**src/hdl/sspb_pkg.sv**
```systemverilog
// Shared types and constants for the sliced sample playback block.
// Used by every module in this folder but sspb_div; depends on nothing else.
package sspb_pkg;

    localparam int MAX_FRAMES_DEF = 65536;
    localparam int MAX_SLICES_DEF = 128;
    localparam int FRAC_BITS_DEF  = 8;
    localparam int SMP_BITS       = 16;
    localparam int OUT_BITS       = 20;
    localparam int CFG_IDX_BITS   = 3;
    localparam int CFG_DATA_BITS  = 17;

    localparam logic [CFG_IDX_BITS-1:0] CFG_TRIGGER_MODE = 3'd0;
    localparam logic [CFG_IDX_BITS-1:0] CFG_READ_MODE    = 3'd1;
    localparam logic [CFG_IDX_BITS-1:0] CFG_SLICE_COUNT  = 3'd2;
    localparam logic [CFG_IDX_BITS-1:0] CFG_SPEED        = 3'd3;
    localparam logic [CFG_IDX_BITS-1:0] CFG_STEREO       = 3'd4;
    localparam logic [CFG_IDX_BITS-1:0] CFG_LENGTH       = 3'd5;
    localparam logic [CFG_IDX_BITS-1:0] CFG_BOTH_OUTS    = 3'd6;

    localparam logic [1:0] TRIG_ONESHOT = 2'd0;
    localparam logic [1:0] TRIG_GATE    = 2'd1;
    localparam logic [1:0] TRIG_SLICE   = 2'd2;

    localparam logic [1:0] READ_FWD = 2'd0;
    localparam logic [1:0] READ_BWD = 2'd1;
    localparam logic [1:0] READ_RPT = 2'd2;

    localparam logic       OP_TICK = 1'b0;
    localparam logic       OP_LOAD = 1'b1;

    typedef struct packed {
        logic                       op;
        logic                       gate_level;
        logic                       position_present;
        logic [9:0]                 position_fraction;
        logic                       reset_level;
        logic [15:0]                load_address;
        logic signed [SMP_BITS-1:0] load_left;
        logic signed [SMP_BITS-1:0] load_right;
    } t_in;

    typedef struct packed {
        logic                       playing;
        logic signed [OUT_BITS-1:0] out_left;
        logic signed [OUT_BITS-1:0] out_right;
    } t_out;

    typedef struct packed {
        logic [1:0]  trigger_mode;
        logic [1:0]  read_mode;
        logic [7:0]  slice_count;
        logic [11:0] speed_q4_8;
        logic        stereo_sample;
        logic [16:0] sample_length;
        logic        both_outputs_used;
    } t_cfg;

    // Commands from the controller to the datapath, one cycle each.
    typedef struct packed {
        logic capture;
        logic load_wr;
        logic calc;
        logic div_start;
        logic div_mod;
        logic sl_latch;
        logic cs_pick;
        logic mul;
        logic pos;
        logic rd;
        logic adv;
        logic out_load;
    } t_cmd;

    typedef struct packed {
        logic is_load;
        logic slice_rise;
        logic present;
        logic div_done;
    } t_status;

endpackage

```
**src/hdl/sspb_ctrl.sv**
```systemverilog
// Controller: sequences one item through the datapath and runs the handshakes.
// Depends on sspb_pkg for the command and status structs.
module sspb_ctrl (
    input  logic              i_clk,
    input  logic              i_rst_n,
    input  logic              i_in_valid,
    output logic              o_in_ready,
    output logic              o_out_valid,
    input  logic              i_out_ready,
    input  sspb_pkg::t_status i_status,
    output sspb_pkg::t_cmd    o_cmd
);
    import sspb_pkg::*;

    typedef enum logic [3:0] {
        ST_IDLE, ST_CHK, ST_DS1, ST_DW1, ST_DS2, ST_DW2, ST_PICK,
        ST_MUL, ST_POS, ST_RD, ST_ADV, ST_FIN
    } t_state;

    t_state r_state;
    logic   r_out_valid;
    t_state n_state;
    logic   n_out_valid;
    t_cmd   cmd;

    always_comb begin
        cmd         = '0;
        n_state     = r_state;
        n_out_valid = r_out_valid && !i_out_ready;
        case (r_state)
            ST_IDLE: begin
                if (i_in_valid) begin
                    cmd.capture = 1'b1;
                    n_state     = ST_CHK;
                end
            end
            ST_CHK: begin
                if (i_status.is_load) begin
                    cmd.load_wr = 1'b1;
                    n_state     = ST_FIN;
                end else begin
                    cmd.calc = 1'b1;
                    n_state  = ST_DS1;
                end
            end
            ST_DS1: begin
                cmd.div_start = 1'b1;
                n_state       = ST_DW1;
            end
            ST_DW1: begin
                if (i_status.div_done) begin
                    cmd.sl_latch = 1'b1;
                    if (!i_status.slice_rise) n_state = ST_MUL;
                    else if (i_status.present) n_state = ST_PICK;
                    else n_state = ST_DS2;
                end
            end
            ST_DS2: begin
                cmd.div_start = 1'b1;
                cmd.div_mod   = 1'b1;
                n_state       = ST_DW2;
            end
            ST_DW2: begin
                if (i_status.div_done) n_state = ST_PICK;
            end
            ST_PICK: begin
                cmd.cs_pick = 1'b1;
                n_state     = ST_MUL;
            end
            ST_MUL: begin
                cmd.mul = 1'b1;
                n_state = ST_POS;
            end
            ST_POS: begin
                cmd.pos = 1'b1;
                n_state = ST_RD;
            end
            ST_RD: begin
                cmd.rd  = 1'b1;
                n_state = ST_ADV;
            end
            ST_ADV: begin
                cmd.adv = 1'b1;
                n_state = ST_FIN;
            end
            ST_FIN: begin
                if (!r_out_valid || i_out_ready) begin
                    cmd.out_load = 1'b1;
                    n_out_valid  = 1'b1;
                    n_state      = ST_IDLE;
                end
            end
            default: begin
                n_state = ST_IDLE;
            end
        endcase
    end

    always_ff @(posedge i_clk) begin
        if (!i_rst_n) begin
            r_state     <= ST_IDLE;
            r_out_valid <= 1'b0;
        end else begin
            r_state     <= n_state;
            r_out_valid <= n_out_valid;
        end
    end

    assign o_in_ready  = (r_state == ST_IDLE);
    assign o_out_valid = r_out_valid;
    assign o_cmd       = cmd;
endmodule

```
**config.mk**
```make
export PLATFORM = sky130hd
export DESIGN_NAME = sspb_ctrl
export DESIGN_NICKNAME = d
export VERILOG_FILES = /design/src/hdl/sspb_pkg.sv /design/src/hdl/sspb_ctrl.sv
export SDC_FILE = /design/constraint.sdc
export NUM_CORES = 1
export LEC_CHECK = 0
export ABC_AREA = 1
export BUFFER_PORTS_ARGS = -buffer_cell sky130_fd_sc_hd__buf_2
export CAP_MARGIN = 20
export CELL_PAD_IN_SITES_DETAIL_PLACEMENT = 2
export CELL_PAD_IN_SITES_GLOBAL_PLACEMENT = 2
export CORE_MARGIN = 5
export CORE_UTILIZATION = 20
export DETAILED_ROUTE_END_ITERATION = 6
export PLACE_DENSITY_LB_ADDON = 0.1
export SKIP_CTS_REPAIR_TIMING = 1
export SYNTH_ARGS = -nofsm -noshare
export SYNTH_HDL_FRONTEND = slang
export SYNTH_SLANG_ARGS = --single-unit
export TNS_END_PERCENT = 10
```
**constraint.sdc**
```tcl
create_clock -name i_clk -period 3.3 [get_ports i_clk]
set_input_delay 0.825 -clock i_clk [delete_from_list [all_inputs] [get_ports i_clk]]
set_output_delay 0.825 -clock i_clk [all_outputs]
set_load 0.02 [all_outputs]
```
==> metrics.cfg, run 1 <==
[floorplanning]
row_count=16
ioPinCount=22
core_area_mm2=0.002002
dieArea_mm2=0.003157
die_w_um=56.19
die_y_um=56.19
start_util=0.2131

[cts]
cts_sinks=5
cts_buffers=3
cts_root_buf=clkbuf_4
cts_tree=done
insertion_delay_ns=0.24
cts-htree-levels=1
clk_path_buf_depth=2
clkTransAtPathRegs_ns=0.04

[setup_path]
critical_path.cell_chain=inv_2 > nand2_1 > nor2_1 > nand2_1 > inv_1 > buf_2
cpMaxStageDelayCell=dfxtp_1
crit_start=r_state[2]$_SDFFE_PN0P_
rr_endpoint=r_state[2]$_SDFFE_PN0P_
rrSetupSlack_ns=2.02
cp.arrival_ns=1.37
crit_fanout=7
cp_data_required_time_ns=2.47
max_stage_delay_ns=0.43
end_kind=primary output
r2r-start=r_state[2]$_SDFFE_PN0P_
crit_top_cell=nand2_1
startpoint_type=flip-flop
critical_path_class=reg -> out
r2r_cells=8

[yosys]
synth.area.top_cells=dfxtp_1 23%, nand2_1 15%, nor2_1 15%
yosysUniqueCellTypes=13
seq_area_frac_synth=0.2346
yosysWarnings=0
yosysTopAreaCellShare=0.2346
syn_inst=80
syn_nets=88
synth_seq_cells=5
syn_avg_cell_area_um2=5.333
synth_area_um2=426.7
yosysTopAreaCell=dfxtp_1

[timing]
period_minus_slack_ns=2.193
fmaxAchievable_ghz=0.4559
tightest_slew_ns=0.2381
finalMaxSlewViolations=0
rsz0062_at_grt=false
whs_ns=0.5773
setup_tns_ns=0
finalClockSkew_ns=0.002315
finalCritPeriodShare=0.6647
setup_viol=0
slew_headroom=0.8409
hold_viol=0

[cells_and_area]
layout_common_cells=21 x buf_2, 17 x nand2_1, 17 x nor2_1
diodes=0
mostFrequentLayoutCell=buf_2
syn2layout_area_growth_pct=38.71
design_area_um2=591.8
finalNetCount=114
fillers=272
final_util=0.2956
drive_gt1_frac=0.2952
layout.cells.non_filler=132

[drt]
first_pass_iters=3
via_per_inst=4.235
drt-total-wl_mm=1.487
drc_errors=0
wl_per_cell_um=11.27
drt_iter0_drc=3
vias=559
ant_nets=0

[pwr]
ir_worst_vdd_v=0.0003044
p_leak_nw=0.3786
power_density_mw_per_mm2=944.3

[hold_path]
hp-start=r_state[0]$_SDFFE_PN0P_
holdPathEnd=r_state[0]$_SDFFE_PN0P_
hold_depth=2
hold_class=reg -> reg

[flow_run]
drv_cap=0

[grt]
track_usage=0.09901
grt_pass1_wl_mm=2.477
grt_pass1_vias=580
grt_max_degree=9
antenna_found_initial=0
grt_overflow=0

[placed_design]
gp_congestion=0.7215
dp_hpwl_mm=1.278
numPortBuffers=21
dp.cells=128
place_area_um2=565.5

[outcome]
outcome=finished, final reports clean

## metal layers
| layer | routed length, um | vias up | global-route usage |
|---|---|---|---|
| li1 | - | 295 | - |
| met2 | 705 | 15 | 0.1686 |
| met3 | 65 | 2 | 0.03016 |
| met1 | 699 | 247 | 0.1178 |
| met5 | 0 | - | 0 |
| met4 | 17 | 0 | 0.03051 |
## area by class of cell
class / instances / area, um2 / share of cell area
multi-input combinational: 59 / 266.5 / 0.4503
timing repair buffer: 21 / 105.1 / 0.1776
sequential: 5 / 100.1 / 0.1691
inverter: 16 / 60.06 / 0.1015
tap: 27 / 33.78 / 0.05708
clock buffer: 4 / 26.28 / 0.04440
## kinds of logic after synthesis
family	synth area share
AND/OR/NAND/NOR	0.5278
AO/OA/AOI/OAI	0.09678
flip-flops	0.2346
buffers and inverters	0.1407
## synthesized netlist by cell type
| cell | n |
|---|---|
| a21oi_1 | 3 |
| nor2_1 | 17 |
| nor2_2 | 2 |
| inv_2 | 1 |
| o21ai_0 | 4 |
| nand3_1 | 6 |
| dfxtp_1 | 5 |
| o22ai_1 | 1 |
| nand2_4 | 1 |
| nand2_2 | 3 |
| nor3_1 | 5 |
| inv_1 | 15 |
| nand2_1 | 17 |
## metrics by stage
stage	total power, mW	worst slack, ns
after global placement	0.4959	1.154
after global routing	0.6231	0.9693
after detailed placement	0.5009	1.123
final	0.5589	1.107
after CTS	0.5750	1.071
after floorplan	0.3831	1.102
## critical path: cells and delay by family (launching register included)
family	cells	cell delay [ns]
buf+inv	3	0.29
flops	1	0.43
simple gates	3	0.40
## flip-flops by register name (all words and copies together) (netlist names)
name	count
r_state	4
o_out_valid	1
## worst max path at each step
stage                      to  depth (start not counted)
floorplan            o_cmd[6]                          2
global placement     o_cmd[0]                          4
detailed placement   o_cmd[0]                          4
CTS                 o_cmd[10]                          6
global route        o_cmd[10]                          6
finish              o_cmd[10]                          6
## power by group
group	internal, mW	switching, mW
Sequential	0.0836	0.0395
Clock	0.0456	0.0237
Combinational	0.116	0.250
No activity file was read; power rests on OpenSTA's default activity.
==> inputs of run 2 (changes only) <==
ABC_AREA = 0   (was 1)
CORE_UTILIZATION = 22   (was 20)
clock period = 2 ns   (was 3.3 ns; I/O delays follow)
==> run 2 against run 1 <==
Die area up 2.4%. Power down 22%. Cell area up 7.8%. Final cell count down 19%. Critical endpoint is now o_cmd[11]. Critical path type unchanged.
==> metrics.cfg, run 2 <==
[outcome]
outcome=finished, final reports clean

[drt]
drt_iter0_drc=2  ; -1
first_pass_iters=3  ; unchanged
drt-total-wl_mm=1.411  ; -5.1%
vias=485  ; -13%
via_per_inst=4.533  ; +7.0%
wl_per_cell_um=13.19  ; +17%
ant_nets=0  ; unchanged
drc_errors=0  ; unchanged

[cts]
clkTransAtPathRegs_ns=0.04  ; about the same
cts_tree=done
cts_root_buf=clkbuf_4
cts_buffers=3  ; unchanged
cts-htree-levels=1  ; unchanged
clk_path_buf_depth=2  ; unchanged
insertion_delay_ns=0.24  ; about the same
cts_sinks=5  ; unchanged

[setup_path]
path_delay_family=simple AND/OR/NAND/NOR gates
cp.arrival_ns=1.44  ; +0.07 ns
crit_buf_inv=2  ; -1
critical_path.cell_chain=buf_4 > nor4_4 > and2_1 > buf_2
max_stage_delay_ns=0.36  ; -0.07 ns
cp_data_required_time_ns=1.50  ; -0.97 ns
crit_fanout=8  ; +1
cpMaxStageDelayCell=dfxtp_1
critical_path_class=reg -> out
startpoint_type=flip-flop
end_kind=primary output

[yosys]
synth_top_family_by_area=simple AND/OR/NAND/NOR gates
ys.flop_type=dfxtp_1
synth_common_cells=5 x dfxtp_1, 4 x inv_1, 4 x nor3_1
yosysTopAreaCell=dfxtp_1
syn_avg_cell_area_um2=8.624  ; +62%
syn_nets=64  ; -27%
yosysTopAreaCellShare=0.2073  ; -0.02735
synthArstFlopShare=0  ; unchanged
yosysUniqueCellTypes=30  ; +17
synth-adder-area-share=0  ; unchanged
seq_area_frac_synth=0.2073  ; -0.02735
synth-simple-area-share=0.4456  ; -0.08226
yosysWarnings=0  ; unchanged
synth.area.top_cells=dfxtp_1 21%, nand4b_4 4.9%, buf_4 4.7%
syn_inst=56  ; -30%
synth_seq_cells=5  ; unchanged
synth_edf_count=0  ; unchanged
synth_mux_area_frac=0.04145  ; +0.04145
synth_area_um2=483.0  ; +13%
synth_compound_gate_area_share=0.1658  ; +0.06903
synth_xor_area_frac=0.01813  ; +0.01813
yosysMostFrequentCell=dfxtp_1

[hold_path]
hold_class=in -> reg

[floorplanning]
ioPinCount=22  ; unchanged
die_y_um=56.86  ; +1.2%
start_util=0.2248  ; +0.01169
core_area_mm2=0.002148  ; +7.3%
die_w_um=56.86  ; +1.2%
row_count=17  ; +1
dieArea_mm2=0.003232  ; +2.4%

[flow_run]
drv_cap=0  ; unchanged

[grt]
track_usage=0.09640  ; -0.002608
grt_pass1_wl_mm=2.449  ; -1.1%
grt_pass1_vias=532  ; -8.3%
antenna_found_initial=0  ; unchanged
grt_max_degree=18  ; +9
grt_overflow=0  ; unchanged

[placed_design]
gp_congestion=0.7064  ; -2.1%
dp.cells=103  ; -20%
dp_hpwl_mm=1.151  ; -9.9%
place_ws_ns=0.2013  ; -0.9217 ns
numPortBuffers=21  ; unchanged

[timing]
rsz0062_at_grt=true
slew_headroom=0.7861  ; -0.05480
hold_viol=0  ; unchanged
finalClockSkew_ns=0.002536  ; +0.0002207 ns
setup_viol=0  ; unchanged
fmaxAchievable_ghz=0.5165
finalCritPeriodShare=0.9680
worst_slack_ns=0.06397  ; -1.043 ns
tightest_slew_ns=0.3209  ; +0.08278 ns
finalMaxSlewViolations=0  ; unchanged
period_minus_slack_ns=1.936

[pwr]
power_mw=0.4337  ; -22%
p_leak_nw=0.3130  ; -17%
power_density_mw_per_mm2=679.6  ; -28%
ir_worst_vdd_v=0.0004347  ; +43%

[cells_and_area]
finalNetCount=88  ; -23%
layout.cells.non_filler=107  ; -19%
syn2layout_area_growth_pct=32.12
layout_common_cells=21 x buf_2, 4 x nor3_1, 4 x inv_1, 4 x buf_4
diodes=0  ; unchanged
top_register=r_state
largest_reg_flops=4  ; unchanged
mostFrequentLayoutCell=buf_2
drive_gt1_frac=0.4684  ; +0.1731

-- run 2: cell count changes in the layout (fill, tap and decap cells not counted), moves of 3 or more --
cell      before  now
buf_4          0    4
inv_1         15    4
nand2_1       17    3
nand2_2        3    0
nand2b_1       0    3
nand3_1        6    0
nor2_1        17    3
-- run 2: report_power, final --
part	internal (mW)	total [mW]	switching (mW)
clock network	0.0753	0.114	0.0388
logic	0.0764	0.178	0.102
registers	0.112	0.142	0.0300
total	0.263	0.434	0.170
-- run 2: cell families after synthesis --
family	after synthesis
buffers and inverters	10
DFF	5
muxes	2
xor gates and xnor gates	1
and+or+nand+nor	28
AOI/OAI and AO/OA	10
-- run 2: final cells by class --
| cell class | instances | area (um2) |
|---|---|---|
| well taps | 28 | 35.03 |
| multi-input cells | 41 | 324.1 |
| repair buffers | 25 | 135.1 |
| inverters | 4 | 15.01 |
| flip-flops and latches | 5 | 102.6 |
| fillers | 272 | 1510 |
| clock buffers | 4 | 26.28 |
-- run 2: metal layers --
layer | GRT usage | vias to the layer above | part of all wire
met5 | 0 | - | 0
met4 | 0.009934 | 0 | 0
met3 | 0.04138 | 0 | 0.069
met1 | 0.1274 | 226 | 0.49
li1 | - | 243 | -
met2 | 0.1502 | 16 | 0.44
-- run 2: tightest hold or removal path, delay by kind of cell --
family | cells | cell delay [ns]
buf+inv | 2 | 0.15
compound gates | 1 | 0.05
-- run 2: metrics by stage --
stage / setup TNS (ns) / util / cell area [um2] / hold slack [ns]
2_1_floorplan: 0 / - / 483.0 / 0.6256
3_3_place_gp: 0 / 0.2836 / 609.3 / 0.5968
3_5_place_dp: 0 / 0.2836 / 609.3 / 0.5949
4_1_cts: -0.1506 / 0.2959 / 635.6 / 0.5064
5_1_grt: -0.04009 / 0.2970 / 638.1 / 0.5262
6_report: 0 / 0.2970 / 638.1 / 0.5161
-- run 2: path summary, 6_finish.rpt --
| path | from | to | slack (ns) | cells after the start |
|---|---|---|---|---|
| max | r_state[3]$_SDFFE_PN0P_ | o_cmd[11] | 0.06 | 4 |
| min | i_in_valid | r_state[0]$_SDFFE_PN0P_ | 0.52 | 3 |
| max reg2reg | r_state[0]$_SDFFE_PN0P_ | r_state[3]$_SDFFE_PN0P_ | 0.61 | 4 |
| min reg2reg | r_state[1]$_SDFFE_PN0P_ | r_state[1]$_SDFFE_PN0P_ | 0.57 | 2 |
==> inputs of run 3 (changes only) <==
SETUP_SLACK_MARGIN = 0.5   (was default)
clock period = 1.55 ns   (was 2 ns; I/O delays follow)
==> run 3 against run 2 <==
Critical path type unchanged. Die area unchanged. Critical path depth unchanged. Cell area increased by 28%. Sequential power increased by 28%. First-iteration DRC count decreased by 50%. Combinational power increased by 83%. Largest cell class unchanged. Clock skew increased by 0.0076 ns. Final cell count increased by 8.4%. Clock power increased by 35%. Utilization increased by 8.4 points. Worst setup slack got worse by 0.20 ns. The flow now finishes with violations (setup timing). Sequential cell count unchanged.
==> metrics.cfg, run 3 (synthesized netlist as in run 2, its figures left out) <==
[floorplanning]
row_count=17  ; unchanged
die_w_um=56.86  ; unchanged
die_y_um=56.86  ; unchanged
start_util=0.2248  ; unchanged
core_area_mm2=0.002148  ; unchanged
dieArea_mm2=0.003232  ; unchanged
ioPinCount=22  ; unchanged

[drt]
drt-total-wl_mm=1.637  ; +16%
first_pass_iters=2  ; -1
via_per_inst=4.578  ; +0.99%
drt_iter0_drc=1  ; -1
vias=531  ; +9.5%
drc_errors=0  ; unchanged
ant_nets=0  ; unchanged
wl_per_cell_um=14.11  ; +7.0%

[timing]
fmaxAchievable_ghz=0.5930
whs_ns=0.3878  ; -0.1283 ns
tightest_slew_ns=0.2775  ; -0.04339 ns
finalClockSkew_ns=0.01014  ; +0.007600 ns
setup_viol=11  ; +11
finalCritPeriodShare=1.088
slew_headroom=0.8136  ; +0.02754
worst_slack_ns=-0.1364  ; -0.2004 ns
hold_viol=0  ; unchanged
finalMaxSlewViolations=0  ; unchanged
rsz0062_at_grt=true
period_minus_slack_ns=1.686

[cells_and_area]
final_util=0.3809  ; +0.08387
mostFrequentLayoutCell=buf_4
top_register=r_state
largest_reg_flops=4  ; unchanged
drive_gt1_frac=0.6477  ; +0.1794
diodes=0  ; unchanged
layout_common_cells=16 x buf_4, 13 x buf_2, 5 x buf_6
finalNetCount=97  ; +10%
fillers=249  ; -8.5%
syn2layout_area_growth_pct=69.43

[outcome]
outcome=complete, but fails checks
violations=setup timing

[grt]
grt_use_met1=0.1314  ; +0.004065
grt_use_met3=0.02759  ; -0.01379
antenna_found_initial=0  ; unchanged
track_usage=0.09967  ; +0.003276
gr-max-usage-layer=met2
grt_max_degree=13  ; -5
grt_pass1_vias=541  ; +1.7%
grt_overflow=0  ; unchanged
grt_pass1_wl_mm=2.601  ; +6.2%
grt_use_met2=0.1667  ; +0.01650

[pwr]
ir_worst_vdd_v=0.0004425  ; +1.8%
power_density_mw_per_mm2=808.9  ; +19%
power_mw=0.6619  ; +53%
p_leak_nw=0.3814  ; +22%

[setup_path]
r2r_cells=4  ; unchanged
cp_data_required_time_ns=1.16  ; -0.34 ns
crit_end=o_cmd[11]
rrSetupSlack_ns=0.14  ; -0.47 ns
end_kind=primary output
startpoint_type=flip-flop
crit_fanout=5  ; -3
rr_endpoint=r_state[3]$_SDFFE_PN0P_
r2r-start=r_state[2]$_SDFFE_PN0P_
crit_start=r_state[0]$_SDFFE_PN0P_
critical_path_class=reg -> out
cp.arrival_ns=1.30  ; -0.14 ns

[cts]
cts_tree=done
cts_root_buf=clkbuf_4
cts_sinks=5  ; unchanged
clkTransAtPathRegs_ns=0.05  ; about the same
cts_buffers=3  ; unchanged
insertion_delay_ns=0.24  ; about the same
clk_path_buf_depth=2  ; unchanged
cts-htree-levels=1  ; unchanged

[placed_design]
numPortBuffers=21  ; unchanged
place_ws_ns=-0.01297  ; -0.2143 ns
gp_congestion=0.6446  ; -8.7%
dp_hpwl_mm=1.297  ; +13%

[hold_path]
hold_class=in -> reg

[flow_run]
drv_cap=0  ; unchanged

run 3: changes by cell type in the layout (fill, tap and decap cells not counted), sizes merged:
cell / before / now
buf: 25 / 34
run 3: metal layers:
metal | routed length [um] | up-vias | share of wire
met5 | 0 | - | 0
met4 | 0 | 0 | 0
met3 | 91 | 0 | 0.056
met2 | 802 | 16 | 0.49
li1 | - | 266 | -
met1 | 743 | 249 | 0.45
run 3: where the power goes:
group | leakage, nW | total [mW] | internal (mW) | switching (mW)
Clock | 0.0150 | 0.154 | 0.0976 | 0.0563
Combinational | 0.323 | 0.326 | 0.159 | 0.167
Sequential | 0.0439 | 0.182 | 0.146 | 0.0359
run 3: how the worst min path moves through the flow:
stage | from | endpoint | slack, ns | cells past startpoint
3_3_place_gp | r_state[1]$_SDFFE_PN0P_ | r_state[1]$_SDFFE_PN0P_ | 0.55 | 2
3_5_place_dp | r_state[1]$_SDFFE_PN0P_ | r_state[1]$_SDFFE_PN0P_ | 0.57 | 2
2_1_floorplan | i_rst_n | r_state[0]$_SDFFE_PN0P_ | 0.51 | 2
6_report | i_in_valid | r_state[0]$_SDFFE_PN0P_ | 0.39 | 3
5_1_grt | i_in_valid | r_state[0]$_SDFFE_PN0P_ | 0.38 | 3
4_1_cts | i_in_valid | r_state[0]$_SDFFE_PN0P_ | 0.40 | 3
run 3: worst max-delay path: stages (launching register included):
cell and delay, ns:
dfxtp_4 0.36, buf_6 0.13, nor4_4 0.27, and2_4 0.19
buf_6 0.11
run 3: area by class of cell:
| class | count | area (um2) | share of cell area |
|---|---|---|---|
| Sequential cell | 5 | 113.9 | 0.1391 |
| Clock buffer | 4 | 26.28 | 0.03211 |
| Multi-Input combinational cell | 41 | 386.6 | 0.4725 |
| Timing Repair Buffer | 34 | 241.5 | 0.2951 |
| Inverter | 4 | 15.01 | 0.01835 |
| Tap cell | 28 | 35.03 | 0.04281 |
run 3: stage by stage:
stage	TNS (ns)	cells	area (um2)
CTS	-2.548	114	735.7
global placement	0	110	709.4
global route	-1.757	116	818.3
floorplan	0	56	534.3
detailed placement	-0.02389	110	709.4
finish	-0.7862	116	818.3
